<file path="src/sv/wpsd_ram.sv">
// wpsd_ram: generic single-write, single-read RAM with registered read data
// no dependencies
module wpsd_ram #(
   parameter int WIDTH = 48,
   parameter int DEPTH = 30
) (
   input  logic                                          clock,
   input  logic                                          wr_en,
   input  logic [((DEPTH > 1) ? $clog2(DEPTH) : 1)-1:0] wr_addr,
   input  logic [WIDTH-1:0]                              wr_data,
   input  logic                                          rd_en,
   input  logic [((DEPTH > 1) ? $clog2(DEPTH) : 1)-1:0] rd_addr,
   output logic [WIDTH-1:0]                              rd_data
);

   logic [WIDTH-1:0] mem_ff [DEPTH];
   logic [WIDTH-1:0] rd_data_ff;

   // write port
   always_ff @(posedge clock) begin
      if (wr_en) begin
         mem_ff[wr_addr] <= wr_data;
      end
   end

   // registered read port
   always_ff @(posedge clock) begin
      if (rd_en) begin
         rd_data_ff <= mem_ff[rd_addr];
      end
   end

   assign rd_data = rd_data_ff;

endmodule

</file>
<file path="config.mk">
export PLATFORM = sky130hd
export DESIGN_NAME = wpsd_ram
export DESIGN_NICKNAME = d
export VERILOG_FILES = /design/src/sv/wpsd_ram.sv
export SDC_FILE = /design/constraint.sdc
export NUM_CORES = 1
export LEC_CHECK = 0
export BUFFER_PORTS_ARGS = -buffer_cell sky130_fd_sc_hd__buf_2
export CELL_PAD_IN_SITES_DETAIL_PLACEMENT = 2
export CELL_PAD_IN_SITES_GLOBAL_PLACEMENT = 2
export CORE_ASPECT_RATIO = 1.25
export CORE_MARGIN = 2
export CORE_UTILIZATION = 52
export CTS_BUF_LIST = sky130_fd_sc_hd__clkbuf_2 sky130_fd_sc_hd__clkbuf_4 sky130_fd_sc_hd__clkbuf_8
export CTS_CLUSTER_DIAMETER = 40
export DETAILED_ROUTE_END_ITERATION = 16
export PLACE_DENSITY_LB_ADDON = 0.15
export SLEW_MARGIN = 40
export SYNTH_ARGS = -nofsm -noshare
export SYNTH_HDL_FRONTEND = slang
export SYNTH_SLANG_ARGS = --single-unit
export TNS_END_PERCENT = 30
</file>
<file path="constraint.sdc">
create_clock -name clock -period 5.59 [get_ports clock]
set_clock_uncertainty 0.15 [all_clocks]
set_input_delay 1.118 -clock clock [delete_from_list [all_inputs] [get_ports clock]]
set_output_delay 1.118 -clock clock [all_outputs]
set_load 0.02 [all_outputs]
</file>
==> flow_metrics.py, run 1 <==
metrics = {
    "floorplanning": {
        "start_util": 0.5227,
        "dieHeight_um": 372.5,
        "die_x_um": 298.8,
        "pin_count": 109,
        "std_cell_rows": 135,
    },
    "run_status": {
        "toolErrorMsg": "[ERROR DPL-0033] detailed placement checks failed during check placement.",
        "failing_step": "detailed placement (3_5_place_dp)",
        "status": "aborted with a tool error",
    },
    "placed_design": {
        "portBuffers": 108,
        "place.gp.congestion": 0.7555,
        "dpl.hpwl_um": 104600,
    },
    "yosys": {
        "syn-cell-area_um2": 56500,
        "ys_seq_area_frac": 0.7908,
        "yosys.area.top_type": "edfxtp_1",
        "yosysWarnings": 0,
        "synth_fp_nets": 2718,
        "synth_top_area_share": 0.7908,
        "ys_ff_latch": 1488,
        "synth_cells": 2657,
        "syn_avg_cell_area_um2": 21.27,
        "synth_edf_count": 1488,
        "synth_area_leaders": "edfxtp_1 (79%), mux4_2 (8.7%), mux2i_1 (3.7%)",
        "postSynth.asyncResetShare": 0,
        "synth_cell_types": 32,
        "synth_flop_cell": "edfxtp_1",
    },
}
[Yosys cell counts, drive strengths merged, types with 18 or more instances]
master  count
a22o       23
nor2       81
mux2       87
a311o      23
buf        84
clkbuf     63
o21ai      37
a22oi      65
edfxtp   1488
a21oi      30
nand2      49
o22ai      77
nor3       18
nand3      23
mux4      218
nor4       23
mux2i     208
[metrics by stage]
step                    setup slack [ps]  cells
after floorplan                     1194   2657
after global placement              1541   4134
[logic make-up after synthesis]
logic type / share of synthesized area
flops: 0.7908
mux: 0.1411
compound gates: 0.03322
simple gates: 0.01993
buf+inv: 0.01495
==> run 2: changes to the inputs <==
- CELL_PAD_IN_SITES_DETAIL_PLACEMENT: 2 -> unset
- CELL_PAD_IN_SITES_GLOBAL_PLACEMENT: 2 -> unset
- CORE_ASPECT_RATIO: 1.25 -> unset
- CORE_UTILIZATION: 52 -> 40
- CTS_BUF_LIST: sky130_fd_sc_hd__clkbuf_2 sky130_fd_sc_hd__clkbuf_4 sky130_fd_sc_hd__clkbuf_8 -> unset
- CTS_CLUSTER_DIAMETER: 40 -> unset
==> flow_metrics.py, run 2 <==
metrics = {
    "worst_setup_path": {
        "crit_fanout": 56,
        "path_class": "in2reg",
        "start_kind": "primary input",
        "end_kind": "register",
        "r2r_slack_ps": 3710,
        "required_ps": 5970,
        "cp.arrival_ps": 3510,
    },
    "timing": {
        "period_needed_ps": 3129,
        "max_clock_freq_mhz": 319.5,
        "worst_pin_slew_ps": 847.8,
        "worst_slack_ps": 2461,
        "maxSlewHeadroom": 0.4348,
        "final_hold_viol_count": 0,
        "whs_ps": 520.2,
        "setup_tns_ps": 0,
        "final.period_utilization": 0.5598,
        "rsz0062_at_grt": "no",
        "drv_slew": 0,
        "finalSetupViolCount": 0,
    },
    "global_route": {
        "grt.total_usage": 0.1980,
        "grt_pass1_wl_um": 205200,
        "grt_pass1_vias": 28030,
        "overflow": 0,
        "grt_max_degree": 57,
        "antenna_found_initial": 8,
    },
    "yosys": {
        "synth_cell_types": 32,
        "postSynth.asyncResetShare": 0,
        "synth_top_area_share": 0.7908,
        "synth_flop_cell": "edfxtp_1",
        "yosysWarnings": 0,
        "ys_ff_latch": 1488,
        "ys_seq_area_frac": 0.7908,
        "syn_avg_cell_area_um2": 21.27,
        "yosys.area.top_type": "edfxtp_1",
        "synth_edf_count": 1488,
        "synth_cells": 2657,
        "synth_most_common_cell": "edfxtp_1",
        "syn-cell-area_um2": 56500,
        "synth_commonest_cells": "edfxtp_1 (1488), mux4_2 (218), mux2i_1 (208), mux2_2 (87), nor2_1 (81)",
        "synth_fp_nets": 2718,
        "synth_area_leaders": "edfxtp_1 (79%), mux4_2 (8.7%), mux2i_1 (3.7%)",
    },
    "placed_design": {
        "portBuffers": 108,
        "postPlaceCellArea_um2": 60130,
        "dp.cells": 4602,
        "dpl.hpwl_um": 80930,
        "place.gp.congestion": 0.7815,
        "pre_cts_ws_ps": 1656,
    },
    "drt": {
        "drt_iter0_drc": 2960,
        "antenna_left": 0,
        "avgRoutedWirePerCell_um": 29.30,
        "wirelength_um": 143300,
        "drc": 0,
        "drt-pass1-iter-count": 6,
        "viasPerCell": 5.604,
        "vias": 27410,
    },
    "cts": {
        "cts_resized": 0,
        "clkTransAtPathRegs_ps": 60,
        "cts_hold_buf": 0,
        "cts_tree": "yes",
        "clockBufferDepth": 3,
        "clk_latency_ps": 780,
        "htreeDepth": 4,
        "cts_root_buffer": "clkbuf_16",
        "cts_num_sinks": 1488,
        "cts_buffers": 157,
        "post-cts-setup-buffers": 0,
    },
    "floorplanning": {
        "start_util": 0.4039,
        "std_cell_rows": 137,
        "pin_count": 109,
        "die_x_um": 379.8,
        "core_area_um2": 139900,
        "dieHeight_um": 379.8,
        "die_area_um2": 144300,
    },
    "power_and_ir_drop": {
        "p_total_mw": 23.46,
        "internal_power_mw": 18.53,
        "powerDensity_nw_per_um2": 361.0,
        "leakage_nw": 20.90,
        "switching_share": 0.2104,
        "pwr-share-comb": 0.048,
        "switchingPower_mw": 4.937,
        "power_frac_clock": 0.419,
        "irDropWorstVdd_uv": 280.1,
        "power_frac_seq": 0.533,
    },
    "cells_and_area": {
        "stdcell_area_um2": 65000,
        "fin_util": 0.4647,
        "areaGrowthSynthToFinish_pct": 15.04,
        "nFillCells": 11660,
        "instances_no_fill": 4890,
        "final_common_cell": "edfxtp_1",
        "largest_reg_flops": 1440,
        "regMostFlops": "mem_ff",
        "layout_common_cells": "edfxtp_1 (1488), mux4_2 (218), mux2i_1 (208)",
        "drive_above_1_share": 0.2601,
        "layout.nets": 2948,
    },
    "run_status": {
        "status": "finished, final reports clean",
    },
    "worst_hold_path": {
        "min_path_type": "reg2reg",
    },
    "flow_run": {
        "maxCapViolations": 0,
    },
}
## run 2: cell counts after synthesis
Identical to the previous run, type by type.
## run 2: cell type report
class	count	area, um^2	area share
clock buffers	208	4290	0.06601
diodes	4	10.01	0.0001540
well taps	1876	2347	0.03611
flip-flops and latches	1488	44680	0.6874
multi-input cells	1022	11230	0.1727
clock inverters	74	543.0	0.008354
repair buffers	218	1898	0.02920
## run 2: power by group through the flow
stage          clock network, mW  registers, mW  logic [mW]
2_1_floorplan                  0           12.8       0.603
3_3_place_gp                   0           12.7        1.12
3_5_place_dp                   0           12.7        1.14
4_1_cts                     10.0           12.5        1.15
5_1_grt                     10.4           12.5        1.21
6_report                    9.82           12.5        1.13
## run 2: worst max-delay path: stages
cell and delay (ps):
buf_6 460, buf_4 590, nand3b_1 670, o22ai_1 420
nor3_1 70
## run 2: worst paths after layout
path / from / end / cells after the start
setup / recovery: rd_addr[1] / rd_data[0] / 5
hold / removal: mem_ff[10][25] / rd_data[25] / 3
setup reg to reg: mem_ff[6][19] / rd_data[19] / 3
hold reg to reg: mem_ff[10][25] / rd_data[25] / 3
## run 2: per-layer routing
layer	wire, um	global-route usage
met5	13	0
met4	2567	0.04843
met3	8578	0.03206
met2	68800	0.3166
met1	63300	0.2849
## run 2: kinds of logic (layout without fill, tap and decap cells)
| kind of cell | Yosys count | after routing | synth area share |
|---|---|---|---|
| flip-flops | 1488 | 1488 | 0.7908 |
| other | 0 | 4 | 0 |
| buffers and inverters | 147 | 500 | 0.01495 |
| AND/OR/NAND/NOR | 236 | 236 | 0.01993 |
| multiplexers | 513 | 513 | 0.1411 |
| AO/OA/AOI/OAI | 273 | 273 | 0.03322 |
Power figures use the tool's default switching activity.
