### src/sv/wpsd_pkg.sv
// wpsd_pkg: shared constants, payload types and helpers for the window
// position stability detector; used by wpsd_mac, the top level and the checker
// no dependencies
package wpsd_pkg;

   // window and field geometry
   localparam int WINDOW   = 30;
   localparam int AXIS_CNT = 3;
   localparam int SAMPLE_W = 16;
   localparam int LIMIT_W  = 24;
   localparam int FILL_W   = 7;
   localparam int S1_W     = 23;
   localparam int S2_W     = 37;

   // derived widths
   localparam int SLOT_W = (WINDOW > 1) ? $clog2(WINDOW) : 1;
   localparam int N_W    = $clog2(WINDOW + 1);
   localparam int MUL_W  = 24;
   localparam int PROD_W = 2 * MUL_W;
   localparam int D_W    = S2_W + N_W;
   localparam int R_W    = LIMIT_W + 2 * N_W;
   localparam int ACC_W  = 2 * D_W + 3;
   localparam int DIFF_W = (D_W > PROD_W) ? D_W : PROD_W;

   localparam logic [LIMIT_W-1:0] LIMIT_RESET = 24'd104858;

   typedef logic [1:0] axis_type;
   localparam axis_type AXIS_X    = 2'd0;
   localparam axis_type AXIS_Y    = 2'd1;
   localparam axis_type AXIS_Z    = 2'd2;
   localparam axis_type AXIS_LAST = AXIS_Z;

   typedef struct packed {
      logic signed [SAMPLE_W-1:0] tag_x;
      logic signed [SAMPLE_W-1:0] tag_y;
      logic signed [SAMPLE_W-1:0] tag_z;
   } wpsd_req_type;

   typedef struct packed {
      logic              stable;
      logic [FILL_W-1:0] fill_level;
   } wpsd_rsp_type;

   // accumulator operation, applied in the cycle after the multiply
   typedef enum logic [1:0] {
      ACC_NONE,
      ACC_ADD,
      ACC_SUB
   } acc_op_type;

   // weight of a partial product in the accumulator
   typedef enum logic [1:0] {
      SHIFT_LOW,
      SHIFT_MID,
      SHIFT_HIGH
   } shift_type;

   typedef struct packed {
      logic             clear;
      logic [MUL_W-1:0] mul_a;
      logic [MUL_W-1:0] mul_b;
      acc_op_type       acc_op;
      shift_type        shift;
   } wpsd_mac_cmd_type;

   // pick one axis out of a sample
   function automatic logic signed [SAMPLE_W-1:0] sample_axis(wpsd_req_type s, axis_type a);
      logic signed [SAMPLE_W-1:0] v;
      unique case (a)
         AXIS_X:  v = s.tag_x;
         AXIS_Y:  v = s.tag_y;
         default: v = s.tag_z;
      endcase
      return v;
   endfunction

   // magnitude of a sample, most negative value maps to 2^15
   function automatic logic [SAMPLE_W-1:0] mag_sample(logic signed [SAMPLE_W-1:0] v);
      return v[SAMPLE_W-1] ? SAMPLE_W'(-v) : SAMPLE_W'(v);
   endfunction

   // magnitude of a running sum
   function automatic logic [S1_W-1:0] mag_sum(logic signed [S1_W-1:0] v);
      return v[S1_W-1] ? S1_W'(-v) : S1_W'(v);
   endfunction

endpackage

### src/sv/wpsd_mac.sv
// wpsd_mac: shared 24x24 multiplier with registered product and a signed
// shift-and-accumulate register; depends on wpsd_pkg
module wpsd_mac (
   input  logic                              clock,
   input  logic                              reset,
   input  wpsd_pkg::wpsd_mac_cmd_type        cmd,
   output logic [wpsd_pkg::PROD_W-1:0]       prod,
   output logic                              acc_neg
);
   import wpsd_pkg::*;

   logic [PROD_W-1:0] prod_ff, prod_in;
   acc_op_type        op_ff, op_in;
   shift_type         shift_ff, shift_in;
   logic [ACC_W-1:0]  acc_ff, acc_in;
   logic [ACC_W-1:0]  term;

   // multiply stage
   always_comb begin
      prod_in  = cmd.mul_a * cmd.mul_b;
      op_in    = cmd.acc_op;
      shift_in = cmd.shift;
   end

   // weight the registered product
   always_comb begin
      unique case (shift_ff)
         SHIFT_LOW:  term = ACC_W'(prod_ff);
         SHIFT_MID:  term = ACC_W'(prod_ff) << (MUL_W + 1);
         SHIFT_HIGH: term = ACC_W'(prod_ff) << PROD_W;
         default:    term = '0;
      endcase
   end

   // accumulate stage, two's complement
   always_comb begin
      acc_in = acc_ff;
      if (cmd.clear) begin
         acc_in = '0;
      end else begin
         unique case (op_ff)
            ACC_ADD: acc_in = acc_ff + term;
            ACC_SUB: acc_in = acc_ff - term;
            default: acc_in = acc_ff;
         endcase
      end
   end

   always_ff @(posedge clock) begin
      if (reset) begin
         op_ff  <= ACC_NONE;
         acc_ff <= '0;
      end else begin
         op_ff  <= op_in;
         acc_ff <= acc_in;
      end
      prod_ff  <= prod_in;
      shift_ff <= shift_in;
   end

   assign prod    = prod_ff;
   assign acc_neg = acc_ff[ACC_W-1];

endmodule

### config.mk
export PLATFORM = sky130hd
export DESIGN_NAME = wpsd_mac
export DESIGN_NICKNAME = d
export VERILOG_FILES = /design/src/sv/wpsd_pkg.sv /design/src/sv/wpsd_mac.sv
export SDC_FILE = /design/constraint.sdc
export NUM_CORES = 2
export LEC_CHECK = 0
export BUFFER_PORTS_ARGS = -buffer_cell sky130_fd_sc_hd__buf_2
export CAP_MARGIN = 20
export CELL_PAD_IN_SITES_DETAIL_PLACEMENT = 1
export CELL_PAD_IN_SITES_GLOBAL_PLACEMENT = 1
export CORE_AREA = 2 2 410 209
export CTS_BUF_LIST = sky130_fd_sc_hd__clkbuf_4 sky130_fd_sc_hd__clkbuf_8
export DETAILED_ROUTE_END_ITERATION = 10
export DIE_AREA = 0 0 412 211
export PLACE_DENSITY_LB_ADDON = 0.3
export SLEW_MARGIN = 10
export SYNTH_ARGS = -nofsm -noshare
export SYNTH_HDL_FRONTEND = slang
export SYNTH_SLANG_ARGS = --single-unit
### constraint.sdc
create_clock -name clock -period 9.02 [get_ports clock]
set_clock_uncertainty 0.05 [all_clocks]
set_input_delay 1.353 -clock clock [delete_from_list [all_inputs] [get_ports clock]]
set_output_delay 1.353 -clock clock [all_outputs]
set_load 0.1 [all_outputs]
==> run_results.csv <==
group,metric,value,unit
status,status,"completed",
placement,pre_cts_ws,0.04563,ns
timing,period_minus_slack,8.541,ns
timing,fmax,117.1,MHz
worst_setup_path,cp_num_buf_inv,6,
placement,dpl-instance-area,32900,um^2
finish,finalInstanceArea,33340,um^2
detailed_routing,vias,27830,
finish,syn_to_final_growth,6.075,%
worst_setup_path,crit_arrival,8.99,ns
detailed_routing,route.antenna.remaining_nets,0,
worst_setup_path,worstSetupPathType,"input pin to flip-flop",
detailed_routing,drtIter0Drc,2583,
worst_setup_path,cp-start-kind,"input pin",
synth,async_reset_ff_share,0,%
synth,ys_ff_latch,139,
detailed_routing,routed_wl,120.0,mm
timing,finalSetupTns,0,ns
timing,fin_crit_sh,94.69,%
synth,ys_types,89,
finish,fin_util,40.10,%
global_routing,grt_pass1_wl,182.5,mm
clock_tree,tritoncts,"built",
floorplanning,die_x,412,um
min_path,hp-class,"flip-flop to flip-flop",
flow_run,maxCapViolCount,0,
global_routing,grt_pass1_vias,28295,
timing,worst_slew_pin_slew,1.102,ns
synth,synth_edf_count,0,
worst_setup_path,cp_max_fo,24,
detailed_routing,viasPerCell,5.596,
worst_setup_path,max_stage_delay,0.58,ns
timing,drv_slew,0,
finish,drive_above_1_share,6.096,%
clock_tree,worstSkewPairLatency,0.58,ns
synth,synth.area.top_cells,"fa_1 31%, ha_1 10%, dfxtp_1 8.9%",
synth,synth_cells,3890,
synth,synth_fp_nets,4690,
finish,multi_input_area,25610,um^2
synth,seq_area_frac_synth,8.854,%
timing,maxSlewHeadroom,26.55,%
floorplanning,pin_count,104,
timing,fin_ws,0.4788,ns
worst_setup_path,worstPathRequired,9.47,ns
detailed_routing,wl_per_cell,24.13,um
global_routing,gr-total-overflow,0,
clock_tree,cts_made_buffers,17,
timing,setup_viol,0,
floorplanning,placementRows,75,
global_routing,antenna_found_initial,4,
synth,postSynthAreaPerCell,8.080,um^2
finish,fillCellCount,10140,
floorplanning,die_y,211,um
detailed_routing,first_pass_iters,5,
placement,gp_congestion,0.9836,
clock_tree,path_clk_slew,0.10,ns
worst_setup_path,cp-end-kind,"flip-flop",
finish,seqCellArea,2784,um^2
worst_setup_path,startpoint,"cmd[13]",
clock_tree,cts_sinks,139,
synth,yosys_warnings,0,
clock_tree,cts_buffer_depth,2,
synth,synth.largest_area_cell,"fa_1",
clock_tree,hold_buffers,0,
floorplanning,design.core.area,83140,um^2
timing,hold_violations,0,
floorplanning,initial_core_util,37.80,%
global_routing,grt_start_max_net_pins,61,
clock_tree,cts-htree-levels,4,
global_routing,grt_usage,27.90,%
clock_tree,postCtsSetupBuffers,0,
worst_setup_path,crit_top_cell,"fa_1",
worst_setup_path,r2r_start,"shift_ff[1]$_DFF_P_",
synth,yosys.cell_count.top_type,"inv_1",
synth,synth_area,31430,um^2
worst_setup_path,crit_family,"adder cells",
timing,rsz0062_at_grt,"false",
finish,nets,4642,
worst_setup_path,critPathSlowestCell,"fa_1",
synth,ys_dominant_reg_cell,"dfxtp_1",
synth,synth_top_area_share,30.76,%
detailed_routing,drc_errors,0,
clock_tree,root_buffer,"clkbuf_8",
min_path,hold_start,"acc_ff[76]$_SDFFE_PP0P_",
placement,portBuffers,103,
clock_tree,ctsResizeCount,0,
floorplanning,die_area,86930,um^2
placement,hpwl,98.23,mm
synth,yosys-top-cells-count,"575 x inv_1, 491 x nand2_1, 483 x fa_1, 305 x and2_1, 262 x ha_1",
stage by stage:
stage / hold WS, ns / std cells
after floorplan: 0.3815 / 3890
after global placement: 0.3942 / 4939
after detailed placement: 0.4043 / 4939
after CTS: 0.4274 / 4971
after global routing: 0.4424 / 4972
final: 0.4230 / 4973
state kept, by name, indices dropped and copies added (netlist names):
| register | count |
|---|---|
| prod | 48 |
| op_ff | 2 |
| shift_ff | 2 |
| acc_ff | 87 |
routing by layer:
metal | vias to the layer above | share of wire, % | GRT usage, %
met3 | 93 | 9.3 | 6.986
met4 | 2 | 0.92 | 3.612
met1 | 14284 | 53 | 46.29
met2 | 1050 | 37 | 35.66
met5 | - | 0.011 | 0
li1 | 12401 | - | -
worst min-delay path, stage by stage (launching register included):
cell     delay (ns)
dfxtp_1        0.32
nand2_1        0.05
o21ai_0        0.06
placed cells by master (no fill, tap or decap), types with 7 or more instances in the layout:
master and n:
inv_1 575, nand2_1 491, fa_1 483, and2_1 305, ha_1 261, a21oi_1 243
nor2_1 241, dfxtp_1 138, xnor2_1 121, o21ai_0 113, buf_2 103, a21o_1 92
xor2_1 62, buf_4 57, nor3_1 48, nand3_1 44, nand4_1 44, o21bai_1 32
mux2i_1 30, a22oi_1 23, nor4_1 21, and3_1 19, nand2b_1 18, a31oi_1 18
clkbuf_8 18, a211oi_1 17, nor2b_1 15, o211ai_1 12, o21a_1 12, o22ai_1 12
or3_1 11, or2_2 10, o31ai_1 10, o31a_1 8, a211o_1 7, and4_1 7
final timing paths:
kind / end / slack [ns] / cells after the start
min: acc_ff[76]$_SDFFE_PP0P_ / 0.42 / 2
max reg2reg: acc_ff[86]$_SDFFE_PP0P_ / 1.17 / 20
max: prod[46]$_DFF_P_ / 0.48 / 26
min reg2reg: acc_ff[76]$_SDFFE_PP0P_ / 0.42 / 2
layout make-up:
| cell class | count | area share, % |
|---|---|---|
| multi-input cells | 2949 | 76.83 |
| flip-flops and latches | 139 | 8.350 |
| inverters | 575 | 6.474 |
| well taps | 1116 | 4.188 |
| repair buffers | 160 | 2.830 |
| clock buffers | 19 | 0.7656 |
| clock inverters | 13 | 0.5517 |
| diodes | 2 | 0.01501 |
logic make-up after synthesis:
| family | after synthesis | synth area share [%] |
|---|---|---|
| simple gates | 1307 | 20.23 |
| xor+xnor | 183 | 5.100 |
| buf+inv | 802 | 9.757 |
| mux | 31 | 0.9912 |
| compound gates | 683 | 13.88 |
| fa+ha+maj | 745 | 41.19 |
| flops | 139 | 8.854 |
Power is not shown: default switching activity piles up to over one toggle a cycle in this logic, so the estimate is an artifact.
